## src/hw/rtl/bfs_ram.sv

```systemverilog
// Generic single-write, single-read RAM with a registered, enabled read port.
module bfs_ram #(
    parameter int DATA_W = 8,
    parameter int DEPTH  = 64
) (
    input  logic                     aclk,
    input  logic                     we,
    input  logic [$clog2(DEPTH)-1:0] waddr,
    input  logic [DATA_W-1:0]        wdata,
    input  logic                     re,
    input  logic [$clog2(DEPTH)-1:0] raddr,
    output logic [DATA_W-1:0]        rdata
);

    logic [DATA_W-1:0] mem [DEPTH];
    logic [DATA_W-1:0] rdata_reg;

    always_ff @(posedge aclk) begin
        if (we) begin
            mem[waddr] <= wdata;
        end
        if (re) begin
            rdata_reg <= mem[raddr];
        end
    end

    assign rdata = rdata_reg;

endmodule

```

## config.mk

```make
export PLATFORM = sky130hd
export DESIGN_NAME = bfs_ram
export DESIGN_NICKNAME = d
export VERILOG_FILES = /design/src/hw/rtl/bfs_ram.sv
export SDC_FILE = /design/constraint.sdc
export NUM_CORES = 1
export LEC_CHECK = 0
export BUFFER_PORTS_ARGS = -buffer_cell sky130_fd_sc_hd__buf_2
export CAP_MARGIN = 20
export CORE_ASPECT_RATIO = 1.75
export CORE_MARGIN = 1
export CORE_UTILIZATION = 40
export CTS_CLUSTER_SIZE = 20
export DETAILED_ROUTE_END_ITERATION = 7
export PLACE_DENSITY_LB_ADDON = 0.25
export SETUP_SLACK_MARGIN = 0.2
export SYNTH_ARGS = -nofsm -noshare
export SYNTH_HDL_FRONTEND = slang
export SYNTH_SLANG_ARGS = --single-unit
```

## constraint.sdc

```tcl
create_clock -name aclk -period 3.7 [get_ports aclk]
set_clock_uncertainty 0.05 [all_clocks]
set_input_delay 0 -clock aclk [delete_from_list [all_inputs] [get_ports aclk]]
set_output_delay 0 -clock aclk [all_outputs]
set_load 0.02 [all_outputs]
```

=== After elaboration in Yosys (flattened, before gate mapping) ===
Memories as Yosys holds them, arrays and structs flattened. A register that Yosys moved wholly into a read port is not among the register bits.
Index checks and enable logic that the tools add are counted.

* Muxes and demuxes: 2

{| class="wikitable"
|+ Operators by type and width
! operator !! number
|-
| two-way mux 1 bit || 2
|}

* Output and inout port bits: 8
* Logic and storage cells: 3
* Input port bits: 23
* Memories kept: 1
* Register bits after elaboration: 0
* Bits in writable memories: 512

{| class="wikitable"
|+ Memory list
! memory !! depth !! bits a word !! read ports !! clocked after Yosys merged registers in !! write ports !! RTL line !! source
|-
| mem || 64 || 8 || 1 || 1 || 1 || 15 || <nowiki>logic [DATA_W-1:0] mem [DEPTH];</nowiki>
|}

=== Longest topological paths before layout ===
Gate-level depths: netlist of the first run.

* Depth after elaboration: 2
* Depth in mapped cells: 9
* Gate-level depth less buffers: 5

=== Worst setup path before layout of the first run ===
Ideal clock, no wire load.

* Path type: register to register
* Start: memory mem[29][4]
* End: register rdata_reg[4] (netlist: rdata[4]), read port of mem, data pin
* Arrival: 1.560 ns
* Data required time: 3.380 ns
* Cell stages (with the launch flop): 6
* Buffers on the path: 0
* Slack: 1.820 ns
* Period minus slack after synthesis: 1.880 ns
* Cell sequence: edfxtp_1 > mux4_2 > mux2_2 > o221a_2 > nor3_1 > o32ai_1

{| class="wikitable"
|+ RTL lines
! what !! RTL line !! source
|-
| start: declaration || 15 ||
|-
| end: declaration || 16 || <nowiki>logic [DATA_W-1:0] rdata_reg;</nowiki>
|}

=== Worst setup path in the final report of the first run ===
* Start: input waddr[2]
* End: memory mem[13][3], enable pin

{| class="wikitable"
|+ RTL lines
! what !! RTL line !! source
|-
| start: declaration || 8 || <nowiki>input logic [$clog2(DEPTH)-1:0] waddr,</nowiki>
|}

No word-level cell before the write port.

==> summary.md, run 1 <==
| Metric | Value |
|---|---|
| RSZ-0062 raised after global routing | false |
| VDD IR-drop max | about 0.36 mV |
| Slew @ Worst Pin | 1.04 ns |
| H-tree levels | 2 |
| Critical Path Sink Type | register |
| Worst setup SP type | input pin |
| Antenna-violating nets left | 0 |
| Clock Latency Late Sink | around 0.56 ns |
| Worst hold path class | in -> reg |
| Max Slew Vio Count | 0 |
| Post-Syn Area | 20200 sq um |
| Die height | 300 microns |
| Synth Net Count | 963 |
| Area leader, netlist | edfxtp_1 |
| Initial core utilization | 0.407 |
| Die X | about 170 microns |
| Met3 Use GR | 0.0209 |
| # nets final | ~1000 |
| Gr usage total | 0.189 |
| Yosys cell types | 39 |
| Final Cycle Share | 0.660 |
| CTS buffer count | 43 |
| GP Congestion | 0.788 |
| Clock slew at reported path FFs | 0.07 ns |
| Largest register FFs | 512 |
| GR met2 Demand/Resource | 0.340 |
| Final worst-path setup slack | 1.26 ns |
| Sequential element share of the synthesized area | 0.771 |
| IO buf count | 30 |
| PwrDens | 512 nW/um^2 |
| Final Hold Vio Count | 0 |
| Drt drc | 0 |
| Synth area leaders | edfxtp_1, mux4_2, nor2_1 |
| Critical path fanouts, max | 10 |
| CP required | 3.82 ns |
| Ant diodes | 0 |
| Layer carrying the most global-route usage | met2 |
| Critical Path AT | about 2.6 ns |
| TNS Setup | 0 ns |
| Crit path time final | 2.44 ns |
| Fin cells | 1691 |
| Pre-CTS WS | approximately 0.96 ns |
| Syn Inst Count | 940 |
| Post-synthesis register bit count | 520 |
| Most frequent cell after synthesis | edfxtp_1 |
| CTS tree | built |
| Vias in the first global route | 9901 |
| Met1 usage | 0.227 |
| Clock sink count | 520 |
| WP buf/inv | 2 |
| Synth Flop Type | edfxtp_1 |
| Largest stage delay, worst path | 1.00 ns |
| I/O pin total | 31 |
| Area grow syn2layout | 11.5% |
| DR iter-0 viols | a little over 800 |
| Clock Path Buffers | 3 |
| Drt pass-1 iters | 5 |
| Delay-heaviest family, CP | simple AND/OR/NAND/NOR gates |
| Cells after DPL | 1601 |
| Fmax | 410 MHz |
| Relative slew slack | 0.307 |
| Tot Pwr | 11.6 mW |
| Slowest CP cell | nor2_1 |
| Largest net degree at the start of global routing | 65 |
| WL per Instance | between 20 and 30 microns |
| Final setup violation count | 0 |
| First-pass GRT wire length | around 70000 microns |
| Post-synth EDFFs | 520 |
| # Post-CTS Setup Buffers | 0 |
| Die area | 51600 sq um |
| Initial antenna violation count | 2 |
| Synth warn | 0 |
| Cell-by-cell trace of the critical path | dlygate4sd3_1 -> buf_2 -> nor2b_1 -> nand3_1 -> nor2_1 |
| Async SR Flop Fraction | 0 |
| Synth top area share | 0.771 |
| Grt ovf | 0 |
| Fraction of layout cells with a size suffix above 1 | 0.245 |
| Total core area | 49700 sq um |
| Syn Area/Cell | roughly 22 sq um |
| Status | finished, final reports clean |
| Static Leak | 6.91 nW |
| Critical path type | in -> reg |
| Row cnt | 108 |
| Via Count | around 9400 |
| Dpl hpwl | 30300 microns |
| WL final | 46800 microns |
| Max Cap Viol | 0 |
| Synth cell count leaders | edfxtp_1, mux4_2, nor2_1 |
| CTS Root Buffer Type | clkbuf_16 |
| Via density | 5.56 |
kinds of logic (layout without fill, tap and decap cells):
family                 after synthesis  after routing  share of synthesized area
multiplexers                       162            162                      0.159
AND/OR/NAND/NOR                    153            153                     0.0337
flip-flops                         520            520                      0.771
buffers and inverters               51            142                     0.0156
AO/OA/AOI/OAI                       54             54                     0.0206
report_power, final:
part	internal (mW)	switching, mW
sequential	6.53	0.0157
combinational	0.233	0.390
clock	2.36	2.04
cell usage in the layout (no fill, tap or decap), drive strengths merged, types with 6 or more instances in the layout:
cell type,instances
nand2,19
nand3,13
mux4,126
nor2b,14
a221oi,6
o22ai,8
edfxtp,520
mux2i,23
nor3,7
o221ai,8
buf,52
mux2,13
nand2b,7
clkbuf,53
dlygate4sd3,10
clkinv,18
nor2,83
worst reg2reg max path, stage by stage, from the launching register on:
cell and delay (ns):
edfxtp_1 0.36, mux4_2 0.47, mux2_2 0.29, a221oi_1 0.69, o2bb2ai_1 0.16
layer usage:
layer | up-vias | share of wire
met4 | 0 | 0.041
met2 | 273 | 0.55
met3 | 81 | 0.044
li1 | 4039 | -
met1 | 5011 | 0.37
met5 | - | 0
through the flow:
step / hold slack, ns / utilization / area [sq um]
6_report: 0.0569 / 0.454 / 22600
5_1_grt: 0.0753 / 0.454 / 22600
4_1_cts: 0.0510 / 0.454 / 22600
3_5_place_dp: 0.340 / 0.425 / 21100
3_3_place_gp: 0.337 / 0.425 / 21100
2_1_floorplan: 0.0489 / - / 20200
final cells by class:
cell class	instances	area, sq um
clock buffers	52	1110
multi-input cells	369	4320
repair buffers	63	503
clock inverters	27	215
well taps	660	826
fillers	4256	27100
flip-flops and latches	520	15600
path summary, 6_finish.rpt:
path / from / to / slack, ns / depth (start not counted)
setup / recovery: waddr[2] / mem[13][3] / 1.26 / 5
hold / removal: wdata[5] / mem[37][5] / 0.06 / 2
setup reg to reg: mem[46][2] / rdata[2] / 1.41 / 4
hold reg to reg: mem[26][4] / rdata[4] / 0.86 / 3
repair_timing:
item | CTS | global route
hold endpoints to repair | 91 | 0
gates resized for setup | 0 | 0
hold buffers | 10 | 0
setup endpoints to repair | 0 | 0
(Power assumes the default switching activity.)
==> inputs of run 2 (changes only) <==
ABC_AREA = 1   (was default)
clock period = 2.4 ns   (was 3.7 ns; I/O delays follow)
==> summary.md, run 2 <==
| Metric | Value |
|---|---|
| Most frequent cell after synthesis | nand2_1 |
| Async SR Flop Fraction | 0 (unchanged) |
| Synth cell count leaders | nand2_1, edfxtp_1, nand3_1 |
| Initial core utilization | 0.407 (about the same) |
| Slowest CP cell | dlygate4sd3_1 |
| Post-Syn Area | 21400 sq um (+5.8%) |
| Max Slew Vio Count | 0 (unchanged) |
| VDD IR-drop max | 0.548 mV (+53%) |
| Grt ovf | 0 (unchanged) |
| Drt drc | 0 (unchanged) |
| GP Congestion | 0.939 (+19%) |
| Area leader, netlist | edfxtp_1 |
| Post-synthesis mux area share | 0 (-0.159) |
| Via density | 5.28 (-5.0%) |
| # nets final | 1912 (+87%) |
| Simple-gate portion of the synthesized area | 0.231 (+0.197) |
| Status | finished, final reports clean |
| Commonest non-fill, non-tap cells in the layout | nand2_1, edfxtp_1, nand3_1 |
| Post-synthesis register bit count | 520 (unchanged) |
| H-tree levels | 2 (unchanged) |
| Syn Area/Cell | 11.9 sq um (-45%) |
| Max Cap Viol | 0 (unchanged) |
| Row cnt | 111 (+2.8%) |
| Delay-heaviest family, CP | simple AND/OR/NAND/NOR gates |
| RSZ-0062 raised after global routing | false |
| Worst hold endpoint | mem[36][4] |
| Synth warn | 0 (unchanged) |
| Die area | 54500 sq um (+5.7%) |
| Min-Delay Startpoint | wdata[4] |
| Worst hold path class | in -> reg |
| Vias in the first global route | 13700 (+38%) |
| Post-CTS sizing | 0 (unchanged) |
| Final Util | 0.460 (+0.00611) |
| WP buf/inv | 1 (-1) |
| Largest net degree at the start of global routing | 93 (+43%) |
| Min-Delay Path Depth | 1 (-1) |
| Clock Latency Late Sink | 0.58 ns (+0.02 ns) |
| Post-synth EDFFs | 520 (unchanged) |
| Syn Inst Count | 1805 (+92%) |
| Drt pass-1 iters | 5 (unchanged) |
| Via Count | 13700 (+46%) |
| IO buf count | 30 (unchanged) |
| Critical R2R Capture | rdata[0] |
| Fraction of layout cells with a size suffix above 1 | 0.108 (-0.137) |
| Gr usage total | 0.211 (+0.0215) |
| Placed Area | 22600 sq um (+6.9%) |
| Final Hold Vio Count | 0 (unchanged) |
| Sequential element share of the synthesized area | 0.729 (-0.0422) |
| CTS buffer count | 44 (+2.3%) |
| Clock slew at reported path FFs | 0.07 ns (about the same) |
| Crit path launch | mem[50][0] |
| Relative slew slack | 0.421 (+0.115) |
| Most common cell after layout, fill and taps aside | nand2_1 |
| Slew @ Worst Pin | 0.867 ns (-0.169 ns) |
| Synth Flop Type | edfxtp_1 |
| CTS Root Buffer Type | clkbuf_16 |
| Yosys cell types | 15 (-62%) |
| Crit path time final | between 1.5 and 2 ns |
| Cell-by-cell trace of the critical path | nand2_1 -> nand3_1 -> nand3_1 -> nand2_1 -> nand2_1 -> nand3_1 -> nand3_1 -> dlygate4sd3_1 -> nand2_1 |
| WL final | 56000 microns (+20%) |
| CP required | 2.69 ns (-1.13 ns) |
| Final Cycle Share | 0.812 |
| Die height | 308 microns (+2.8%) |
| Fin cells | 2602 (+54%) |
| Cells after DPL | 2507 (+57%) |
| PwrDens | 775 nW/um^2 (+51%) |
| # fillers | 4742 (+11%) |
| Clock Path Buffers | 3 (unchanged) |
| Synth Net Count | 1828 (+90%) |
| Clock sink count | 520 (unchanged) |
| Largest register FFs | 512 (unchanged) |
| Critical Path AT | 2.24 ns (-0.32 ns) |
| Ant diodes | 0 (unchanged) |
| Area grow syn2layout | 13.1% |
| Total core area | 52600 sq um (+5.8%) |
| Final setup violation count | 0 (unchanged) |
| First-pass GRT wire length | 84500 microns (+23%) |
| Critical Path Sink Type | register |
| Die X | 177 microns (+2.8%) |
| Final Cell Area | 24200 sq um (+7.3%) |
| Synth Area in Compound Gates | 0 (-0.0206) |
| WL per Instance | 21.5 microns (-22%) |
| DR iter-0 viols | 1015 (+25%) |
| I/O pin total | 31 (unchanged) |
| CTS tree | built |
| Fmax | 513 MHz |
| Reg-to-reg slack, setup | 0.45 ns (-0.96 ns) |
| Reg-to-reg startpoint | mem[50][0] |
| Synth Area in Adders | 0 (unchanged) |
| Dpl hpwl | 36000 microns (+19%) |
| Critical path type | reg -> reg |
| Critical path fanouts, max | 1 (-9) |
| TNS Setup | 0 ns (unchanged) |
| Worst setup SP type | register |
| Reg2reg path depth | 9 (+5) |
| Antenna-violating nets left | 0 (unchanged) |
| Synth top area share | 0.729 (-0.0422) |
| Static Leak | 8.79 nW (+27%) |
| Initial antenna violation count | 1 (-1) |
| Post-synthesis xor/xnor area fraction | 0 (unchanged) |
| Largest family of logic cells by synthesized area | simple AND/OR/NAND/NOR gates |
| Synth area leaders | edfxtp_1, nand2_1, nand3_1 |
| Largest stage delay, worst path | 0.56 ns (-0.44 ns) |
[run 2: changes by cell type after synthesis, sizes merged, moves of 7 or more]
| cell | before | now |
|---|---|---|
| nand2 | 19 | 648 |
| nand3 | 13 | 439 |
| mux4 | 126 | 0 |
| buf | 34 | 98 |
| nor2 | 83 | 56 |
| mux2i | 23 | 0 |
| nor2b | 14 | 0 |
| mux2 | 13 | 0 |
| inv | 0 | 12 |
| o221ai | 8 | 0 |
| o22ai | 8 | 0 |
| nand2b | 7 | 0 |
| nand4 | 2 | 9 |
| nor3 | 7 | 0 |
[run 2: routing by layer]
layer / wire length (microns) / vias up / track usage
met5: 0 / - / 0
met4: 2550 / 0 / 0.102
met3: 2200 / 99 / 0.0211
met2: 30200 / 340 / 0.387
met1: 21000 / 6796 / 0.242
li1: - / 6514 / -
[run 2: worst max-delay path by stage]
stage               cells after the start         end  slack, ns
finish                                  9    rdata[0]       0.45
global route                            9    rdata[0]       0.36
CTS                                     9    rdata[0]       0.46
detailed placement                     11    rdata[6]       0.51
floorplan                               3  mem[48][0]       0.58
global placement                       11    rdata[2]       0.54
[run 2: final cells by class]
cell class                      instances  area, sq um  area share
Multi-Input combinational cell       1160         4950       0.204
Timing Repair Buffer                  151         1290      0.0532
Clock buffer                           49         1140      0.0471
Sequential cell                       520        15600       0.645
Inverter                               12         52.6     0.00217
Tap cell                              678          848      0.0350
Clock inverter                         32          334      0.0138
[run 2: logic make-up after synthesis]
group	after synthesis
and+or+nand+nor	1160
DFF	520
buffers and inverters	125
[run 2: where the power goes]
part,switching (mW),internal (mW)
sequential,0.0280,10.1
clock,3.23,4.19
combinational,0.922,0.333
total,4.18,14.6
[run 2: through the flow]
stage	power, mW	hold slack [ns]	setup WS [ns]
after floorplan	11.0	0.0489	0.584
after global placement	11.5	0.333	0.540
after detailed placement	11.5	0.338	0.507
after CTS	18.9	0.0255	0.461
after global routing	19.3	0.0358	0.358
final	18.8	0.0238	0.452
[run 2: timing repair]
item,CTS,global route
hold buffers,14,0
setup buffers,0,0
hold endpoints to repair,205,0
==> inputs of run 3 (changes only) <==
ABC_AREA = 0   (was 1)
clock period = 1.9 ns   (was 2.4 ns; I/O delays follow)
==> summary.md, run 3 (same netlist as run 1, synthesis figures left out) <==
| Metric | Value |
|---|---|
| Clock sink count | 520 (unchanged) |
| Reg-to-reg startpoint | mem[21][6] |
| Fmax | 481 MHz (-6.4%) |
| # nets final | 1138 (-40%) |
| Clock Path Buffers | 3 (unchanged) |
| Dpl hpwl | 33200 microns (-7.7%) |
| Area grow syn2layout | 18.2% |
| Vias in the first global route | 10300 (-24%) |
| Critical path type | reg -> reg |
| Cells after DPL | 1720 (-31%) |
| Commonest non-fill, non-tap cells in the layout | edfxtp_1, buf_4, mux4_2 |
| Total core area | 49700 sq um (-5.5%) |
| Clock Latency Late Sink | 0.57 ns (about the same) |
| Final setup violation count | 7 (+7) |
| CTS Root Buffer Type | clkbuf_16 |
| Grt ovf | 0 (unchanged) |
| Final Util | 0.481 (+0.0212) |
| DR iter-0 viols | 922 (-9.2%) |
| Via Count | 9777 (-29%) |
| WL per Instance | 26.8 microns (+25%) |
| H-tree levels | 2 (unchanged) |
| TNS Setup | -0.617 ns (-0.617 ns) |
| Gr usage total | 0.197 (-0.0140) |
| Fraction of layout cells with a size suffix above 1 | 0.348 (+0.239) |
| Critical path fanouts, max | 1 (unchanged) |
| First-pass GRT wire length | 71300 microns (-16%) |
| # fillers | 4133 (-13%) |
| I/O pin total | 31 (unchanged) |
| Final worst-path setup slack | -0.181 ns (-0.633 ns) |
| IO buf count | 30 (unchanged) |
| Most common cell after layout, fill and taps aside | edfxtp_1 |
| WL final | 48500 microns (-13%) |
| Critical Path Sink Type | register |
| # Post-CTS Setup Buffers | 0 (unchanged) |
| Initial antenna violation count | 0 (-1) |
| Drt drc | 0 (unchanged) |
| Largest net degree at the start of global routing | 65 (-30%) |
| Reg2reg path depth | 5 (-4) |
| Final Cycle Share | 1.10 (+0.283) |
| Static Leak | 7.71 nW (-12%) |
| CTS buffer count | 45 (+2.3%) |
| Final Hold Vio Count | 0 (unchanged) |
| Crit path time final | 2.08 ns (+0.133 ns) |
| Status | complete, but fails checks |
| Initial core utilization | 0.407 (about the same) |
| GP Congestion | 0.833 (-11%) |
| Critical R2R Capture | rdata[6] |
| PwrDens | 996 nW/um^2 (+29%) |
| Relative slew slack | 0.510 (+0.0889) |
| CTS tree | built |
| Antenna-violating nets left | 0 (unchanged) |
| Crit path launch | mem[21][6] |
| Critical Path AT | 2.31 ns (+0.07 ns) |
| Max Cap Viol | 0 (unchanged) |
| RSZ-0062 raised after global routing | true |
| CP required | 2.13 ns (-0.56 ns) |
| Drt pass-1 iters | 5 (unchanged) |
| Slew @ Worst Pin | 0.735 ns (-0.132 ns) |
| Worst setup SP type | register |
| Clock slew at reported path FFs | 0.07 ns (about the same) |
| Via density | 5.40 (+2.2%) |
| Fin cells | 1810 (-30%) |
| VDD IR-drop max | 0.511 mV (-6.8%) |
| Die height | 300 microns (-2.8%) |
| Max Slew Vio Count | 0 (unchanged) |
| Die X | 172 microns (-2.7%) |
| Largest register FFs | 512 (unchanged) |
| Failing checks | setup timing |
| Reg-to-reg slack, setup | -0.18 ns (-0.63 ns) |
| Die area | 51600 sq um (-5.4%) |
| Tot Pwr | 23.8 mW (+27%) |
| Row cnt | 108 (-2.7%) |
| Worst hold path class | in -> reg |
| Crit path to | rdata[6] |
run 3: cell count changes in the layout (fill, tap and decap cells not counted), moves of 6 or more:
cell           previous run  this run
nand3_1                 439        13
nor4_1                    8         2
dlygate4sd3_1            14         8
buf_4                    93       129
mux2i_1                   0        23
nand2b_1                  0         7
inv_1                     9         0
mux4_2                    0       126
nor2_1                   56        82
nand4_1                   9         2
o221ai_1                  0         8
nor2b_1                   0        13
nand2_1                 648        19
mux2_2                    0         8
run 3: worst min-delay path by stage:
| stage | start | endpoint | slack (ns) | cells after the start |
|---|---|---|---|---|
| 2_1_floorplan | wdata[0] | mem[0][0] | 0.05 | 0 |
| 4_1_cts | raddr[5] | rdata[0] | 0.007 | 3 |
| 3_3_place_gp | re | rdata[5] | 0.38 | 1 |
| 3_5_place_dp | re | rdata[5] | 0.38 | 1 |
| 6_report | waddr[2] | mem[48][5] | 0.05 | 3 |
| 5_1_grt | raddr[5] | rdata[0] | 0.05 | 3 |
run 3: final cells by class:
type                       count  area, sq um  share of cell area
multi-input combinational    369         4490               0.188
timing repair buffer         179         1470              0.0614
clock inverter                29          383              0.0160
sequential                   520        15600               0.652
clock buffer                  51         1150              0.0480
antenna                        2         5.00            0.000209
tap                          660          826              0.0345
run 3: critical path: stages, from the launching register on:
cell and delay, ns:
edfxtp_1 0.37, mux4_2 0.48, mux2_4 0.29, o221a_4 0.28, nor3_4 0.21, o32ai_1 0.11
run 3: what timing repair did:
action,in CTS,in global routing
endpoints found under the hold margin,261,0
setup endpoints to repair,8,8
hold buffers,8,0
pin swaps,9,2
resized for setup,25,4
run 3: routing by layer:
metal	share of wire	vias to the layer above	global-route usage
met1	0.35	5177	0.218
met4	0.037	0	0.0765
met2	0.58	244	0.377
met3	0.037	78	0.0201
li1	-	4278	-
met5	0	-	0
run 3: stage by stage:
step	setup slack [ns]	hold slack (ns)	instance area (sq um)
final	-0.181	0.0450	23900
after global routing	-0.226	0.0481	23900
after CTS	-0.183	0.00707	23900
after detailed placement	-0.384	0.376	22200
after global placement	-0.394	0.375	22200
after floorplan	0.0617	0.0489	20300
run 3: power by group:
group	switching, mW	internal [mW]	leakage (nW)	total (mW)
combinational	0.827	0.589	2.28	1.42
clock	4.11	5.59	0.747	9.69
sequential	0.0256	12.7	4.69	12.7
